File: src/pts_pkg.sv
package pts_pkg;

    localparam int NUM_SLOTS  = 32;
    localparam int NUM_TASKS  = 31;

    localparam int SLOT_W     = 5;
    localparam int TASK_W     = 5;
    localparam int TICK_W     = 16;
    localparam int KIND_W     = 2;
    localparam int CFG_IDX_W  = 1;
    localparam int CFG_DATA_W = 16;

    localparam int SLOT_IDX_W = $clog2(NUM_SLOTS);
    localparam int TASK_IDX_W = $clog2(NUM_TASKS + 1);
    localparam int TASK_DEPTH = NUM_TASKS + 1;

    localparam logic [SLOT_W-1:0] HIGHEST_SLOT_RST = SLOT_W'(31);
    localparam logic [TICK_W-1:0] TICK_WRAP_RST    = TICK_W'(64000);

    localparam logic [CFG_IDX_W-1:0] CFG_HIGHEST_SLOT = CFG_IDX_W'(0);
    localparam logic [CFG_IDX_W-1:0] CFG_TICK_WRAP    = CFG_IDX_W'(1);

    typedef enum logic [KIND_W-1:0] {
        KIND_TICK    = 2'd0,
        KIND_DELAY   = 2'd1,
        KIND_RESCHED = 2'd2,
        KIND_INSTALL = 2'd3
    } kind_t;

    typedef enum logic [1:0] {
        ST_RUNNABLE = 2'd0,
        ST_DELAYED  = 2'd1,
        ST_WOKEN    = 2'd2
    } task_status_t;

    typedef enum logic [2:0] {
        S_IDLE,
        S_EXEC,
        S_WAKE,
        S_WAKE_DRAIN,
        S_SCAN_INIT,
        S_SCAN,
        S_RESULT
    } ctrl_state_t;

    typedef struct packed {
        logic                  latch;
        logic                  exec;
        logic                  wake_rd;
        logic [TASK_IDX_W-1:0] wake_addr;
        logic                  scan_start;
        logic                  scan_step;
        logic                  load_out;
    } ctrl_cmd_t;

    typedef struct packed {
        kind_t kind;
        logic  scan_done;
        logic  out_free;
    } ctrl_sts_t;

endpackage

File: src/pts_ram.sv
module pts_ram #(
    parameter int WIDTH = 16,
    parameter int DEPTH = 32,
    parameter int AW    = $clog2(DEPTH)
) (
    input  logic             aclk,
    input  logic             we,
    input  logic [AW-1:0]    waddr,
    input  logic [WIDTH-1:0] wdata,
    input  logic             re,
    input  logic [AW-1:0]    raddr,
    output logic [WIDTH-1:0] rdata
);

    logic [WIDTH-1:0] mem [DEPTH];
    logic [WIDTH-1:0] rdata_reg;

    always_ff @(posedge aclk) begin
        if (we) begin
            mem[waddr] <= wdata;
        end
        if (re) begin
            rdata_reg <= mem[raddr];
        end
    end

    assign rdata = rdata_reg;

endmodule

File: src/pts_ctrl.sv
module pts_ctrl (
    input  logic                aclk,
    input  logic                aresetn,
    input  logic                s_valid,
    output logic                s_ready,
    input  pts_pkg::ctrl_sts_t  sts,
    output pts_pkg::ctrl_cmd_t  cmd
);

    pts_pkg::ctrl_state_t state_reg, state_next;
    logic [pts_pkg::TASK_IDX_W-1:0] wake_idx_reg, wake_idx_next;

    always_ff @(posedge aclk) begin
        if (!aresetn) begin
            state_reg    <= pts_pkg::S_IDLE;
            wake_idx_reg <= '0;
        end else begin
            state_reg    <= state_next;
            wake_idx_reg <= wake_idx_next;
        end
    end

    always_comb begin
        state_next    = state_reg;
        wake_idx_next = wake_idx_reg;
        cmd           = '0;
        cmd.wake_addr = wake_idx_reg;
        s_ready       = 1'b0;
        case (state_reg)
            pts_pkg::S_IDLE: begin
                s_ready = 1'b1;
                if (s_valid) begin
                    cmd.latch  = 1'b1;
                    state_next = pts_pkg::S_EXEC;
                end
            end
            pts_pkg::S_EXEC: begin
                cmd.exec = 1'b1;
                if (sts.kind == pts_pkg::KIND_TICK) begin
                    wake_idx_next = pts_pkg::TASK_IDX_W'(1);
                    state_next    = pts_pkg::S_WAKE;
                end else begin
                    state_next = pts_pkg::S_SCAN_INIT;
                end
            end
            pts_pkg::S_WAKE: begin
                // one wake-time read per cycle, tasks 1 upward
                cmd.wake_rd = 1'b1;
                if (int'(wake_idx_reg) == pts_pkg::NUM_TASKS) begin
                    state_next = pts_pkg::S_WAKE_DRAIN;
                end else begin
                    wake_idx_next = wake_idx_reg + 1'b1;
                end
            end
            pts_pkg::S_WAKE_DRAIN: begin
                state_next = pts_pkg::S_SCAN_INIT;
            end
            pts_pkg::S_SCAN_INIT: begin
                cmd.scan_start = 1'b1;
                state_next     = pts_pkg::S_SCAN;
            end
            pts_pkg::S_SCAN: begin
                if (sts.scan_done) begin
                    state_next = pts_pkg::S_RESULT;
                end else begin
                    cmd.scan_step = 1'b1;
                end
            end
            pts_pkg::S_RESULT: begin
                if (sts.out_free) begin
                    cmd.load_out = 1'b1;
                    state_next   = pts_pkg::S_IDLE;
                end
            end
            default: begin
                state_next = pts_pkg::S_IDLE;
            end
        endcase
    end

endmodule

File: src/pts_datapath.sv
module pts_datapath (
    input  logic                              aclk,
    input  logic                              aresetn,
    input  pts_pkg::ctrl_cmd_t                cmd,
    output pts_pkg::ctrl_sts_t                sts,
    input  logic [pts_pkg::KIND_W-1:0]        s_kind,
    input  logic [pts_pkg::TICK_W-1:0]        s_delay_ticks,
    input  logic [pts_pkg::SLOT_W-1:0]        s_slot,
    input  logic [pts_pkg::TASK_W-1:0]        s_task_id,
    output logic                              m_valid,
    input  logic                              m_ready,
    output logic [pts_pkg::TASK_W-1:0]        m_running_task,
    output logic                              m_switched,
    output logic [pts_pkg::TICK_W-1:0]        m_tick_value,
    input  logic                              cfg_we,
    input  logic [pts_pkg::CFG_IDX_W-1:0]     cfg_index,
    input  logic [pts_pkg::CFG_DATA_W-1:0]    cfg_wdata
);

    // configuration
    logic [pts_pkg::SLOT_W-1:0] highest_slot_reg;
    logic [pts_pkg::TICK_W-1:0] tick_wrap_reg;

    // scheduler state
    logic [pts_pkg::TASK_W-1:0]  slot_table_reg [pts_pkg::NUM_SLOTS];
    pts_pkg::task_status_t       status_reg [pts_pkg::TASK_DEPTH];
    logic [pts_pkg::TICK_W-1:0]  tick_cnt_reg;
    logic [pts_pkg::TASK_W-1:0]  current_reg;

    // latched item
    pts_pkg::kind_t              kind_reg;
    logic [pts_pkg::TICK_W-1:0]  delay_reg;
    logic [pts_pkg::SLOT_W-1:0]  slot_reg;
    logic [pts_pkg::TASK_W-1:0]  tid_reg;

    // wake compare stage
    logic                          cmp_vld_reg;
    logic [pts_pkg::TASK_IDX_W-1:0] cmp_idx_reg;
    logic [pts_pkg::TICK_W-1:0]    wake_rdata;

    // scan
    logic [pts_pkg::SLOT_IDX_W-1:0] scan_idx_reg;
    logic                           scan_done_reg;
    logic [pts_pkg::TASK_W-1:0]     pick_reg;

    // result
    logic                           m_valid_reg;
    logic [pts_pkg::TASK_W-1:0]     out_task_reg;
    logic                           out_switched_reg;
    logic [pts_pkg::TICK_W-1:0]     out_tick_reg;

    logic [pts_pkg::TICK_W-1:0]     tick_inc;
    logic [pts_pkg::TICK_W-1:0]     tick_cnt_next;
    logic [pts_pkg::TICK_W:0]       wake_sum;
    logic [pts_pkg::TICK_W-1:0]     wake_wdata;
    logic                           delay_we;
    logic                           install_ok;
    logic [pts_pkg::TASK_W-1:0]     scan_task;
    logic                           scan_occ;
    pts_pkg::task_status_t          scan_status;
    logic                           scan_hit;
    logic                           scan_last;
    logic                           wake_hit;

    always_comb begin
        tick_inc      = tick_cnt_reg + 1'b1;
        tick_cnt_next = (tick_inc == tick_wrap_reg) ? '0 : tick_inc;

        wake_sum = {1'b0, tick_cnt_reg} + {1'b0, delay_reg};
        if (wake_sum >= {1'b0, tick_wrap_reg}) begin
            wake_sum = wake_sum - {1'b0, tick_wrap_reg};
        end
        wake_wdata = wake_sum[pts_pkg::TICK_W-1:0];

        delay_we = cmd.exec && (kind_reg == pts_pkg::KIND_DELAY)
                   && (int'(current_reg) <= pts_pkg::NUM_TASKS);
        install_ok = (int'(slot_reg) < pts_pkg::NUM_SLOTS)
                     && (int'(tid_reg) <= pts_pkg::NUM_TASKS);

        wake_hit = cmp_vld_reg && (status_reg[cmp_idx_reg] == pts_pkg::ST_DELAYED)
                   && (wake_rdata == tick_cnt_reg);

        scan_task   = slot_table_reg[scan_idx_reg];
        scan_occ    = (scan_task != '0) && (int'(scan_task) <= pts_pkg::NUM_TASKS);
        scan_status = status_reg[pts_pkg::TASK_IDX_W'(scan_task)];
        scan_hit    = scan_occ && ((scan_status == pts_pkg::ST_RUNNABLE)
                                   || (scan_status == pts_pkg::ST_WOKEN));
        scan_last   = int'(scan_idx_reg) == pts_pkg::NUM_SLOTS - 1;
    end

    pts_ram #(
        .WIDTH (pts_pkg::TICK_W),
        .DEPTH (pts_pkg::TASK_DEPTH)
    ) u_wake_ram (
        .aclk  (aclk),
        .we    (delay_we),
        .waddr (pts_pkg::TASK_IDX_W'(current_reg)),
        .wdata (wake_wdata),
        .re    (cmd.wake_rd),
        .raddr (cmd.wake_addr),
        .rdata (wake_rdata)
    );

    always_ff @(posedge aclk) begin
        if (!aresetn) begin
            highest_slot_reg <= pts_pkg::HIGHEST_SLOT_RST;
            tick_wrap_reg    <= pts_pkg::TICK_WRAP_RST;
            for (int i = 0; i < pts_pkg::NUM_SLOTS; i++) begin
                slot_table_reg[i] <= '0;
            end
            for (int i = 0; i < pts_pkg::TASK_DEPTH; i++) begin
                status_reg[i] <= pts_pkg::ST_RUNNABLE;
            end
            tick_cnt_reg  <= '0;
            current_reg   <= '0;
            cmp_vld_reg   <= 1'b0;
            scan_done_reg <= 1'b0;
            m_valid_reg   <= 1'b0;
        end else begin
            if (cfg_we) begin
                case (cfg_index)
                    pts_pkg::CFG_HIGHEST_SLOT: highest_slot_reg <= cfg_wdata[pts_pkg::SLOT_W-1:0];
                    pts_pkg::CFG_TICK_WRAP:    tick_wrap_reg    <= cfg_wdata[pts_pkg::TICK_W-1:0];
                    default: ;
                endcase
            end

            if (cmd.exec) begin
                case (kind_reg)
                    pts_pkg::KIND_TICK: tick_cnt_reg <= tick_cnt_next;
                    pts_pkg::KIND_DELAY: begin
                        if (delay_we) begin
                            status_reg[pts_pkg::TASK_IDX_W'(current_reg)] <= pts_pkg::ST_DELAYED;
                        end
                    end
                    pts_pkg::KIND_INSTALL: begin
                        if (install_ok) begin
                            slot_table_reg[pts_pkg::SLOT_IDX_W'(slot_reg)] <= tid_reg;
                        end
                    end
                    default: ;
                endcase
            end

            cmp_vld_reg <= cmd.wake_rd;
            if (wake_hit) begin
                status_reg[cmp_idx_reg] <= pts_pkg::ST_WOKEN;
            end

            if (cmd.scan_start) begin
                scan_done_reg <= int'(highest_slot_reg) >= pts_pkg::NUM_SLOTS;
            end else if (cmd.scan_step) begin
                if (scan_occ && scan_status == pts_pkg::ST_WOKEN) begin
                    status_reg[pts_pkg::TASK_IDX_W'(scan_task)] <= pts_pkg::ST_RUNNABLE;
                end
                scan_done_reg <= scan_hit || scan_last;
            end

            if (cmd.load_out) begin
                current_reg <= pick_reg;
                m_valid_reg <= 1'b1;
            end else if (m_ready) begin
                m_valid_reg <= 1'b0;
            end
        end
    end

    // payload registers
    always_ff @(posedge aclk) begin
        if (cmd.latch) begin
            kind_reg  <= pts_pkg::kind_t'(s_kind);
            delay_reg <= s_delay_ticks;
            slot_reg  <= s_slot;
            tid_reg   <= s_task_id;
        end
        if (cmd.wake_rd) begin
            cmp_idx_reg <= cmd.wake_addr;
        end
        if (cmd.scan_start) begin
            scan_idx_reg <= pts_pkg::SLOT_IDX_W'(highest_slot_reg);
            pick_reg     <= current_reg;
        end else if (cmd.scan_step) begin
            if (scan_occ) begin
                pick_reg <= scan_task;
            end
            if (!scan_last) begin
                scan_idx_reg <= scan_idx_reg + 1'b1;
            end
        end
        if (cmd.load_out) begin
            out_task_reg     <= pick_reg;
            out_switched_reg <= pick_reg != current_reg;
            out_tick_reg     <= tick_cnt_reg;
        end
    end

    assign sts.kind      = kind_reg;
    assign sts.scan_done = scan_done_reg;
    assign sts.out_free  = !m_valid_reg || m_ready;

    assign m_valid        = m_valid_reg;
    assign m_running_task = out_task_reg;
    assign m_switched     = out_switched_reg;
    assign m_tick_value   = out_tick_reg;

endmodule

File: src/priority_task_scheduler_with_delay_timer_core.sv
// A tick beat adds a wake-time sweep of one task per cycle through the wake
//   RAM read port.
// Throughput: one item at a time; the next input beat is taken once the
//   result is loaded into the output register, which holds it until taken.
// Reset (aresetn, synchronous, active low): empty slot table, all tasks
//   runnable, tick counter and running task zero, registers to their defaults.
module priority_task_scheduler_with_delay_timer_core (
    input  logic                            aclk,
    input  logic                            aresetn,

    // input channel: one beat per scheduler event
    input  logic                            s_valid,
    output logic                            s_ready,
    input  logic [pts_pkg::KIND_W-1:0]      s_kind,
    input  logic [pts_pkg::TICK_W-1:0]      s_delay_ticks,
    input  logic [pts_pkg::SLOT_W-1:0]      s_slot,
    input  logic [pts_pkg::TASK_W-1:0]      s_task_id,

    // result channel: one beat per accepted input beat
    output logic                            m_valid,
    input  logic                            m_ready,
    output logic [pts_pkg::TASK_W-1:0]      m_running_task,
    output logic                            m_switched,
    output logic [pts_pkg::TICK_W-1:0]      m_tick_value,

    // configuration write port: index 0 highest slot, index 1 tick wrap
    input  logic                            cfg_we,
    input  logic [pts_pkg::CFG_IDX_W-1:0]   cfg_index,
    input  logic [pts_pkg::CFG_DATA_W-1:0]  cfg_wdata
);

    pts_pkg::ctrl_cmd_t cmd;
    pts_pkg::ctrl_sts_t sts;

    // Sequencer: take the beat, apply it (tick advance, delay write or slot
    // install), sweep the wake times on a tick, scan the slots from the
    // highest slot upward, then hand the pick to the output register.
    pts_ctrl u_ctrl (
        .aclk    (aclk),
        .aresetn (aresetn),
        .s_valid (s_valid),
        .s_ready (s_ready),
        .sts     (sts),
        .cmd     (cmd)
    );

    // Datapath: slot table, task status, wake RAM, tick counter, running task
    // and the result register.
    pts_datapath u_datapath (
        .aclk           (aclk),
        .aresetn        (aresetn),
        .cmd            (cmd),
        .sts            (sts),
        .s_kind         (s_kind),
        .s_delay_ticks  (s_delay_ticks),
        .s_slot         (s_slot),
        .s_task_id      (s_task_id),
        .m_valid        (m_valid),
        .m_ready        (m_ready),
        .m_running_task (m_running_task),
        .m_switched     (m_switched),
        .m_tick_value   (m_tick_value),
        .cfg_we         (cfg_we),
        .cfg_index      (cfg_index),
        .cfg_wdata      (cfg_wdata)
    );

endmodule
File: config.mk
export PLATFORM = sky130hd
export DESIGN_NAME = priority_task_scheduler_with_delay_timer_core
export DESIGN_NICKNAME = d
export VERILOG_FILES = /design/src/pts_pkg.sv /design/src/pts_ram.sv /design/src/pts_ctrl.sv /design/src/pts_datapath.sv /design/src/priority_task_scheduler_with_delay_timer_core.sv
export SDC_FILE = /design/constraint.sdc
export NUM_CORES = 1
export LEC_CHECK = 0
export ABC_AREA = 1
export BUFFER_PORTS_ARGS = -buffer_cell sky130_fd_sc_hd__buf_2
export CAP_MARGIN = 20
export CORE_MARGIN = 1
export CORE_UTILIZATION = 40
export CTS_CLUSTER_DIAMETER = 200
export DETAILED_ROUTE_END_ITERATION = 8
export GPL_TIMING_DRIVEN = 0
export PLACE_DENSITY_LB_ADDON = 0.12
export SYNTH_ARGS = -nofsm -noshare
export SYNTH_HDL_FRONTEND = slang
export SYNTH_HIERARCHICAL = 1
export SYNTH_SLANG_ARGS = --single-unit
File: constraint.sdc
create_clock -name aclk -period 6.4 [get_ports aclk]
set_clock_uncertainty 0.2 [all_clocks]
set_input_delay 0.32 -clock aclk [delete_from_list [all_inputs] [get_ports aclk]]
set_output_delay 0.32 -clock aclk [all_outputs]
set_load 0.03 [all_outputs]
-- Word-level counts from Yosys, hierarchy flattened
Memory sizes are Yosys's and may differ from the RTL's. A register that Yosys moved wholly into a read port is not among the register bits.
Index checks and enable logic that the tools add are counted.
Widths: inputs -> output; s select.
- register bits after elaboration: 118
- bits in writable memories: 736
- input port bits: 50
- output and inout port bits: 24
- logic and storage cells: 147
- memories kept: 3
- memories (memory ; depth ; bits a word ; rd ports ; clocked after memory_dff ; wr ports ; RTL line ; source):
    u_datapath.u_wake_ram.mem ; 32 ; 16 ; 1 ; 1 ; 1 ; pts_ram.sv:15 ; logic [WIDTH-1:0] mem [DEPTH];
    u_datapath.slot_table_reg ; 32 ; 5 ; 1 ; 1 ; 32 ; pts_datapath.sv:25 ; logic [pts_pkg::TASK_W-1:0] slot_table_reg [pts_pkg::NUM_SLOTS];
    u_datapath.status_reg ; 32 ; 2 ; 2 ; 1 ; 32 ; pts_datapath.sv:26 ; pts_pkg::task_status_t status_reg [pts_pkg::TASK_DEPTH];
- add/sub/neg operators: 5
- order comparisons: 1
- equality and inequality tests: 23
- muxes and demuxes: 62
- bitwise gates (word level): 5
- reductions and logical operators: 29
- operators by type and width (cell ; count):
    $mux 5 ; 15
    $mux 1 ; 35
    $eq 16x16->1 ; 2
    $mux 16 ; 2
    $pmux 3 s7 ; 1
    $add 16x16->17 ; 1
    $ge 17x16->1 ; 1
    $add 16x1->16 const B ; 1
    $sub 16x16->16 ; 1
    $mux 3 ; 5
    $add 5x1->5 const B ; 2
    $eq 5x1->1 const B ; 2
    $pmux 5 s2 ; 1
    $reduce_and 2->1 ; 5
    $eq 3x3->1 const B ; 3
    $ne 2x2->1 const B ; 4
    $reduce_bool 2->1 ; 4
    $reduce_or 2->1 ; 4
    $eq 3x2->1 const B ; 2
    $mux 2 ; 3
    $ne 2x1->1 const B ; 3
    $eq 5x5->1 ; 1
    $logic_and 1x1->1 ; 5
    $ne 5x5->1 ; 1
    13 further kinds ; 21

-- Logic depth before layout (Yosys ltp)
An unclocked memory read counts as a cell.
- depth in word-level cells: 13
- depth in mapped cells: 25
- depth with buffers taken out: 22

-- Cells and area by module
The synthesis kept the hierarchy.
- modules (own cells, without submodules) (module ; times used ; cells an instance ; area each (um^2) ; sequential area each (um^2)):
    pts_ram ; 1 ; 1794 ; 21461.8 ; 15855.2
    pts_datapath ; 1 ; 2471 ; 19118.3 ; 9138.8
    pts_ctrl ; 1 ; 98 ; 674.4 ; 160.2

-- Worst setup path after synthesis
Ideal clock, no wire load.
- path kind: register to register
- from: register u_datapath/tick_cnt_reg[0] in the netlist's numbering
- to: memory u_datapath.u_wake_ram.mem[0][11] (data pin)
- setup time: 454 ps
- data arrival time: 4463 ps
- required time: 5746 ps
- setup slack: 1283 ps
- cell stages (with the launch flop): 23
- path buffers: 1
- clock period less this slack: 5117 ps
- cell sequence: dfxtp_1 -> ha_1 -> fa_1 -> nand3_1 -> nand3_1 -> a21oi_1 -> nor2_1 -> o21ai_0 -> nand2_1 -> nand3_1 -> nand2_1 -> a21oi_1 -> xnor2_1 -> ha_1 -> nand2_1 -> nor2_1 -> nand3_1 -> o2111ai_1 -> nand2_1 -> nand2_1 -> inv_1 -> clkbuf_1 -> o21ai_0
- longest elaborated chain between the ends: 3
- elaborated cells between the ends (all ways): 4
- those cells by class: add/sub (2); order compare (1); mux (1)
- ends and longest elaborated chain (what ; RTL line ; source):
    start, declared ; pts_datapath.sv:27 ; logic [pts_pkg::TICK_W-1:0] tick_cnt_reg;
    start signal, assigned ; pts_datapath.sv:130 ; pts_pkg::KIND_TICK: tick_cnt_reg <= tick_cnt_next;
    $add 16x16->17 * ; pts_datapath.sv:69 ; wake_sum = {1'b0, tick_cnt_reg} + {1'b0, delay_reg};
    $sub 16x16->16 or $ge 17x16->1 (tied branches) ; pts_datapath.sv:71, pts_datapath.sv:70 ;
    $mux 16 * ; pts_datapath.sv:70 ; if (wake_sum >= {1'b0, tick_wrap_reg}) begin
    net u_datapath.wake_sum, one bit ; pts_datapath.sv:54 ; logic [pts_pkg::TICK_W:0] wake_sum;
    end, declared ; pts_ram.sv:15 ;
Mark *: on every way through the listed nets, which the timed path passes. The rest lies on a longest branch.

-- Worst setup path in the final report
- from: register u_datapath/delay_reg[0] in the netlist's numbering
- to: memory u_datapath.u_wake_ram.mem[28][1] (data pin)
- longest elaborated chain between the ends: 3
- elaborated cells between the ends (all ways): 4
- those cells by class: add/sub (2); order compare (1); mux (1)
- ends and longest elaborated chain (what ; RTL line ; source):
    start, declared ; pts_datapath.sv:32 ; logic [pts_pkg::TICK_W-1:0] delay_reg;
    start signal, assigned ; pts_datapath.sv:172 ; delay_reg <= s_delay_ticks;
    $add 16x16->17 * ; pts_datapath.sv:69 ;
    $sub 16x16->16 or $ge 17x16->1 (tied branches) ; pts_datapath.sv:71, pts_datapath.sv:70 ;
    $mux 16 * ; pts_datapath.sv:70 ;
    net u_datapath.wake_sum, one bit ; pts_datapath.sv:54 ;
Marked as above.

==> results_dict.tcl <==
set metrics [dict create \
    end_kind "flop" \
    critPathLaunchType "flop" \
    gp_congestion 0.9857 \
    cts_buffer_depth 3 \
    die_w_um 323.2 \
    drtPass1Iterations 6 \
    fin_tns_setup_ns 0 \
    grt_max_degree 33 \
    grt_pass1_vias 30990 \
    die_h_um 323.2 \
    ir_drop_uv 240.4 \
    place_hpwl_um 103000 \
    timing.final.crit_share_pct 92.11 \
    synth_area_per_cell_um2 9.456 \
    cts_made_buffers 96 \
    antenna_found_initial 2 \
    portBuffers 73 \
    syn2layout_area_growth_pct 17.09 \
    grt_use_total_pct 27.43 \
    drv_slew 0 \
    grt_first_pass_wirelength_um 207200 \
    layout_common_cells "nand2_1 (1407), edfxtp_1 (753), nand3_1 (638), nor2_1 (354), inv_1 (227)" \
    synthesis.area_mm2 0.04125 \
    core_area_mm2 0.1020 \
    fin_nets 4741 \
    largest_reg_flops 512 \
    clock-sinks 880 \
    rsz0062_at_grt "no" \
    post_drt_wl_per_cell_um 23.57 \
    cp_max_fo 32 \
    final-setup-viol-count 0 \
    synth_nets 4452 \
    synth.ff_latch_count 880 \
    critPathKind "flop to flop" \
    drtIter0Drc 3669 \
    multi_input_area_mm2 0.01405 \
    ys.warnings.count 6 \
    final_common_cell "nand2_1" \
    clock_latency_ns 0.71 \
    diodes 0 \
    status "complete, but fails checks" \
    placedCellCount 5865 \
    io_pins 74 \
    cellLeakagePower_nw 18.68 \
    nFillCells 9711 \
    detail-route-antenna-nets 0 \
    holdWs_ns -0.01204 \
    seqCellArea_mm2 0.02515 \
    via_per_inst 5.376 \
    p_per_area_mw_per_mm2 437.8 \
    path_clk_slew_ns 0.06 \
    initial_utilization_pct 40.43 \
    yosysSeqAreaShare_pct 60.97 \
    vias 32810 \
    remaining_drc_errors 0 \
    htreeDepth 3 \
    yosysUniqueCellTypes 55 \
    post_cts_buffers 0 \
    fp-row-count 117 \
    max_freq_mhz 169.6 \
    drive_gt1_share_pct 10.83 \
    required_ns 6.55 \
    dieArea_mm2 0.1044 \
    arrival_ns 6.05 \
    finalHoldViolations 2 \
    worstMarginPinSlew_ns 1.155 \
    grt.overflow.total 0 \
    max_slew_margin_pct 22.43 \
    wl_um 143800 \
    cts_resized 0 \
    maxCapViolations 0 \
    hold_class "input pin to flop" \
    post-route-util_pct 47.34 \
    violations "negative hold slack" \
    stdcell_count 6104 \
    syn_inst 4363 \
    cts_root_buf "clkbuf_16" \
    cts-hold-fix-buffers 56 \
    cts_tree "yes" \
    post-route-min-period_ns 5.895 \
]
==> per-stage QoR <==
step           instance area [µm²]  total power [mW]  setup slack (ns)  hold slack, ns
6_report                     48300             21.15            0.5052        -0.01204
5_1_grt                      48300             22.04           0.05849        0.008375
4_1_cts                      48300             21.13            0.4832         0.01108
3_5_place_dp                 44660             15.62            0.5195          0.2609
3_3_place_gp                 43330             15.34            -3.222          0.2564
2_1_floorplan                41250             12.09             1.283          0.2189
==> synth_stat cells (all sizes together) <==
library cell,n,share of area [%]
nand2,1426,13
edfxtp,753,55
nand3,642,7.9
nor2,395,3.7
inv,237,2.2
a21oi,150,1.9
buf,143,2.6
o21ai,136,1.6
dfxtp,127,6.2
clkbuf,85,0.77
nor3,43,0.52
xor2,38,0.81
ha,37,1.1
a22oi,28,0.51
nand4,22,0.33
o211ai,15,0.27
xnor2,14,0.30
o311ai,9,0.19
nor4,8,0.12
o22ai,8,0.12
a31oi,6,0.091
or2,6,0.091
and2,5,0.076
clkinv,4,0.036
o2111ai,4,0.085
o21bai,4,0.073
o221ai,4,0.085
a211oi,2,0.036
fa,2,0.097
mux2,2,0.055
o21a,2,0.036
a221oi,1,0.021
a31o,1,0.021
and3,1,0.015
nor4b,1,0.021
o31ai,1,0.030
o32ai,1,0.021
==> final cells by class <==
type | count | share of cell area, %
plain buffers | 228 | 2.865
clock buffers | 119 | 5.196
clock inverters | 63 | 1.179
inverters | 241 | 1.914
multi-input cells | 3014 | 29.09
flip-flops and latches | 880 | 52.07
well taps | 1368 | 3.543
repair buffers | 191 | 4.139
==> worst paths after layout <==
kind	from	slack, ns	to	depth (start not counted)
setup / recovery	u_datapath/delay_reg[0]$_DFFE_PP_	0.51	u_datapath/u_wake_ram/mem[28][1]$_DFFE_PP_	23
hold / removal	s_valid	-0.01	u_datapath/kind_reg[0]$_DFFE_PP_	3
setup reg to reg	u_datapath/delay_reg[0]$_DFFE_PP_	0.51	u_datapath/u_wake_ram/mem[28][1]$_DFFE_PP_	23
hold reg to reg	u_datapath/status_reg[13][1]$_SDFFE_PP0P_	0.32	u_datapath/status_reg[13][1]$_SDFFE_PP0P_	2
==> worst max-delay path: stages (launching register included) <==
cell and delay, ns:
edfxtp_1 0.50, ha_1 0.28, fa_1 0.41, nand3_1 0.09, nand3_1 0.13, a21oi_1 0.33, nor2_1 0.06, o21ai_0 0.16
nand2_1 0.11, nand3_1 0.08, nand2_1 0.10, a21oi_1 0.18, xnor2_1 0.17, ha_1 0.32, nand2_1 0.11, nor2_1 0.06
nand3_1 0.08, o2111ai_1 0.15, nand2_1 0.10, nand2_1 0.10, inv_1 0.15, clkbuf_1 0.79, nand2_1 0.14, nand2_2 0.71
==> where the power goes <==
part | total [mW] | switching, mW | internal [mW]
registers | 7.17 | 0.184 | 6.99
logic | 8.50 | 6.21 | 2.29
clock network | 5.48 | 2.39 | 3.09
==> kinds of logic after synthesis <==
family          after synthesis  share of synthesized area, %
fa+ha+maj                    39                         1.219
xor+xnor                     52                         1.104
mux                           2                       0.05459
compound gates              372                         5.129
buf+inv                     469                         5.596
flops                       880                         60.97
simple gates               2549                         25.93
==> layer usage <==
metal	track usage [%]	part of all wire, %	up-vias
li1	-	-	15430
met1	37.08	42	15660
met2	44.48	46	1400
met3	3.794	7.3	323
met4	10.86	4.3	0
met5	0	0	-
Note: power is estimated with default switching activity, not from simulation.
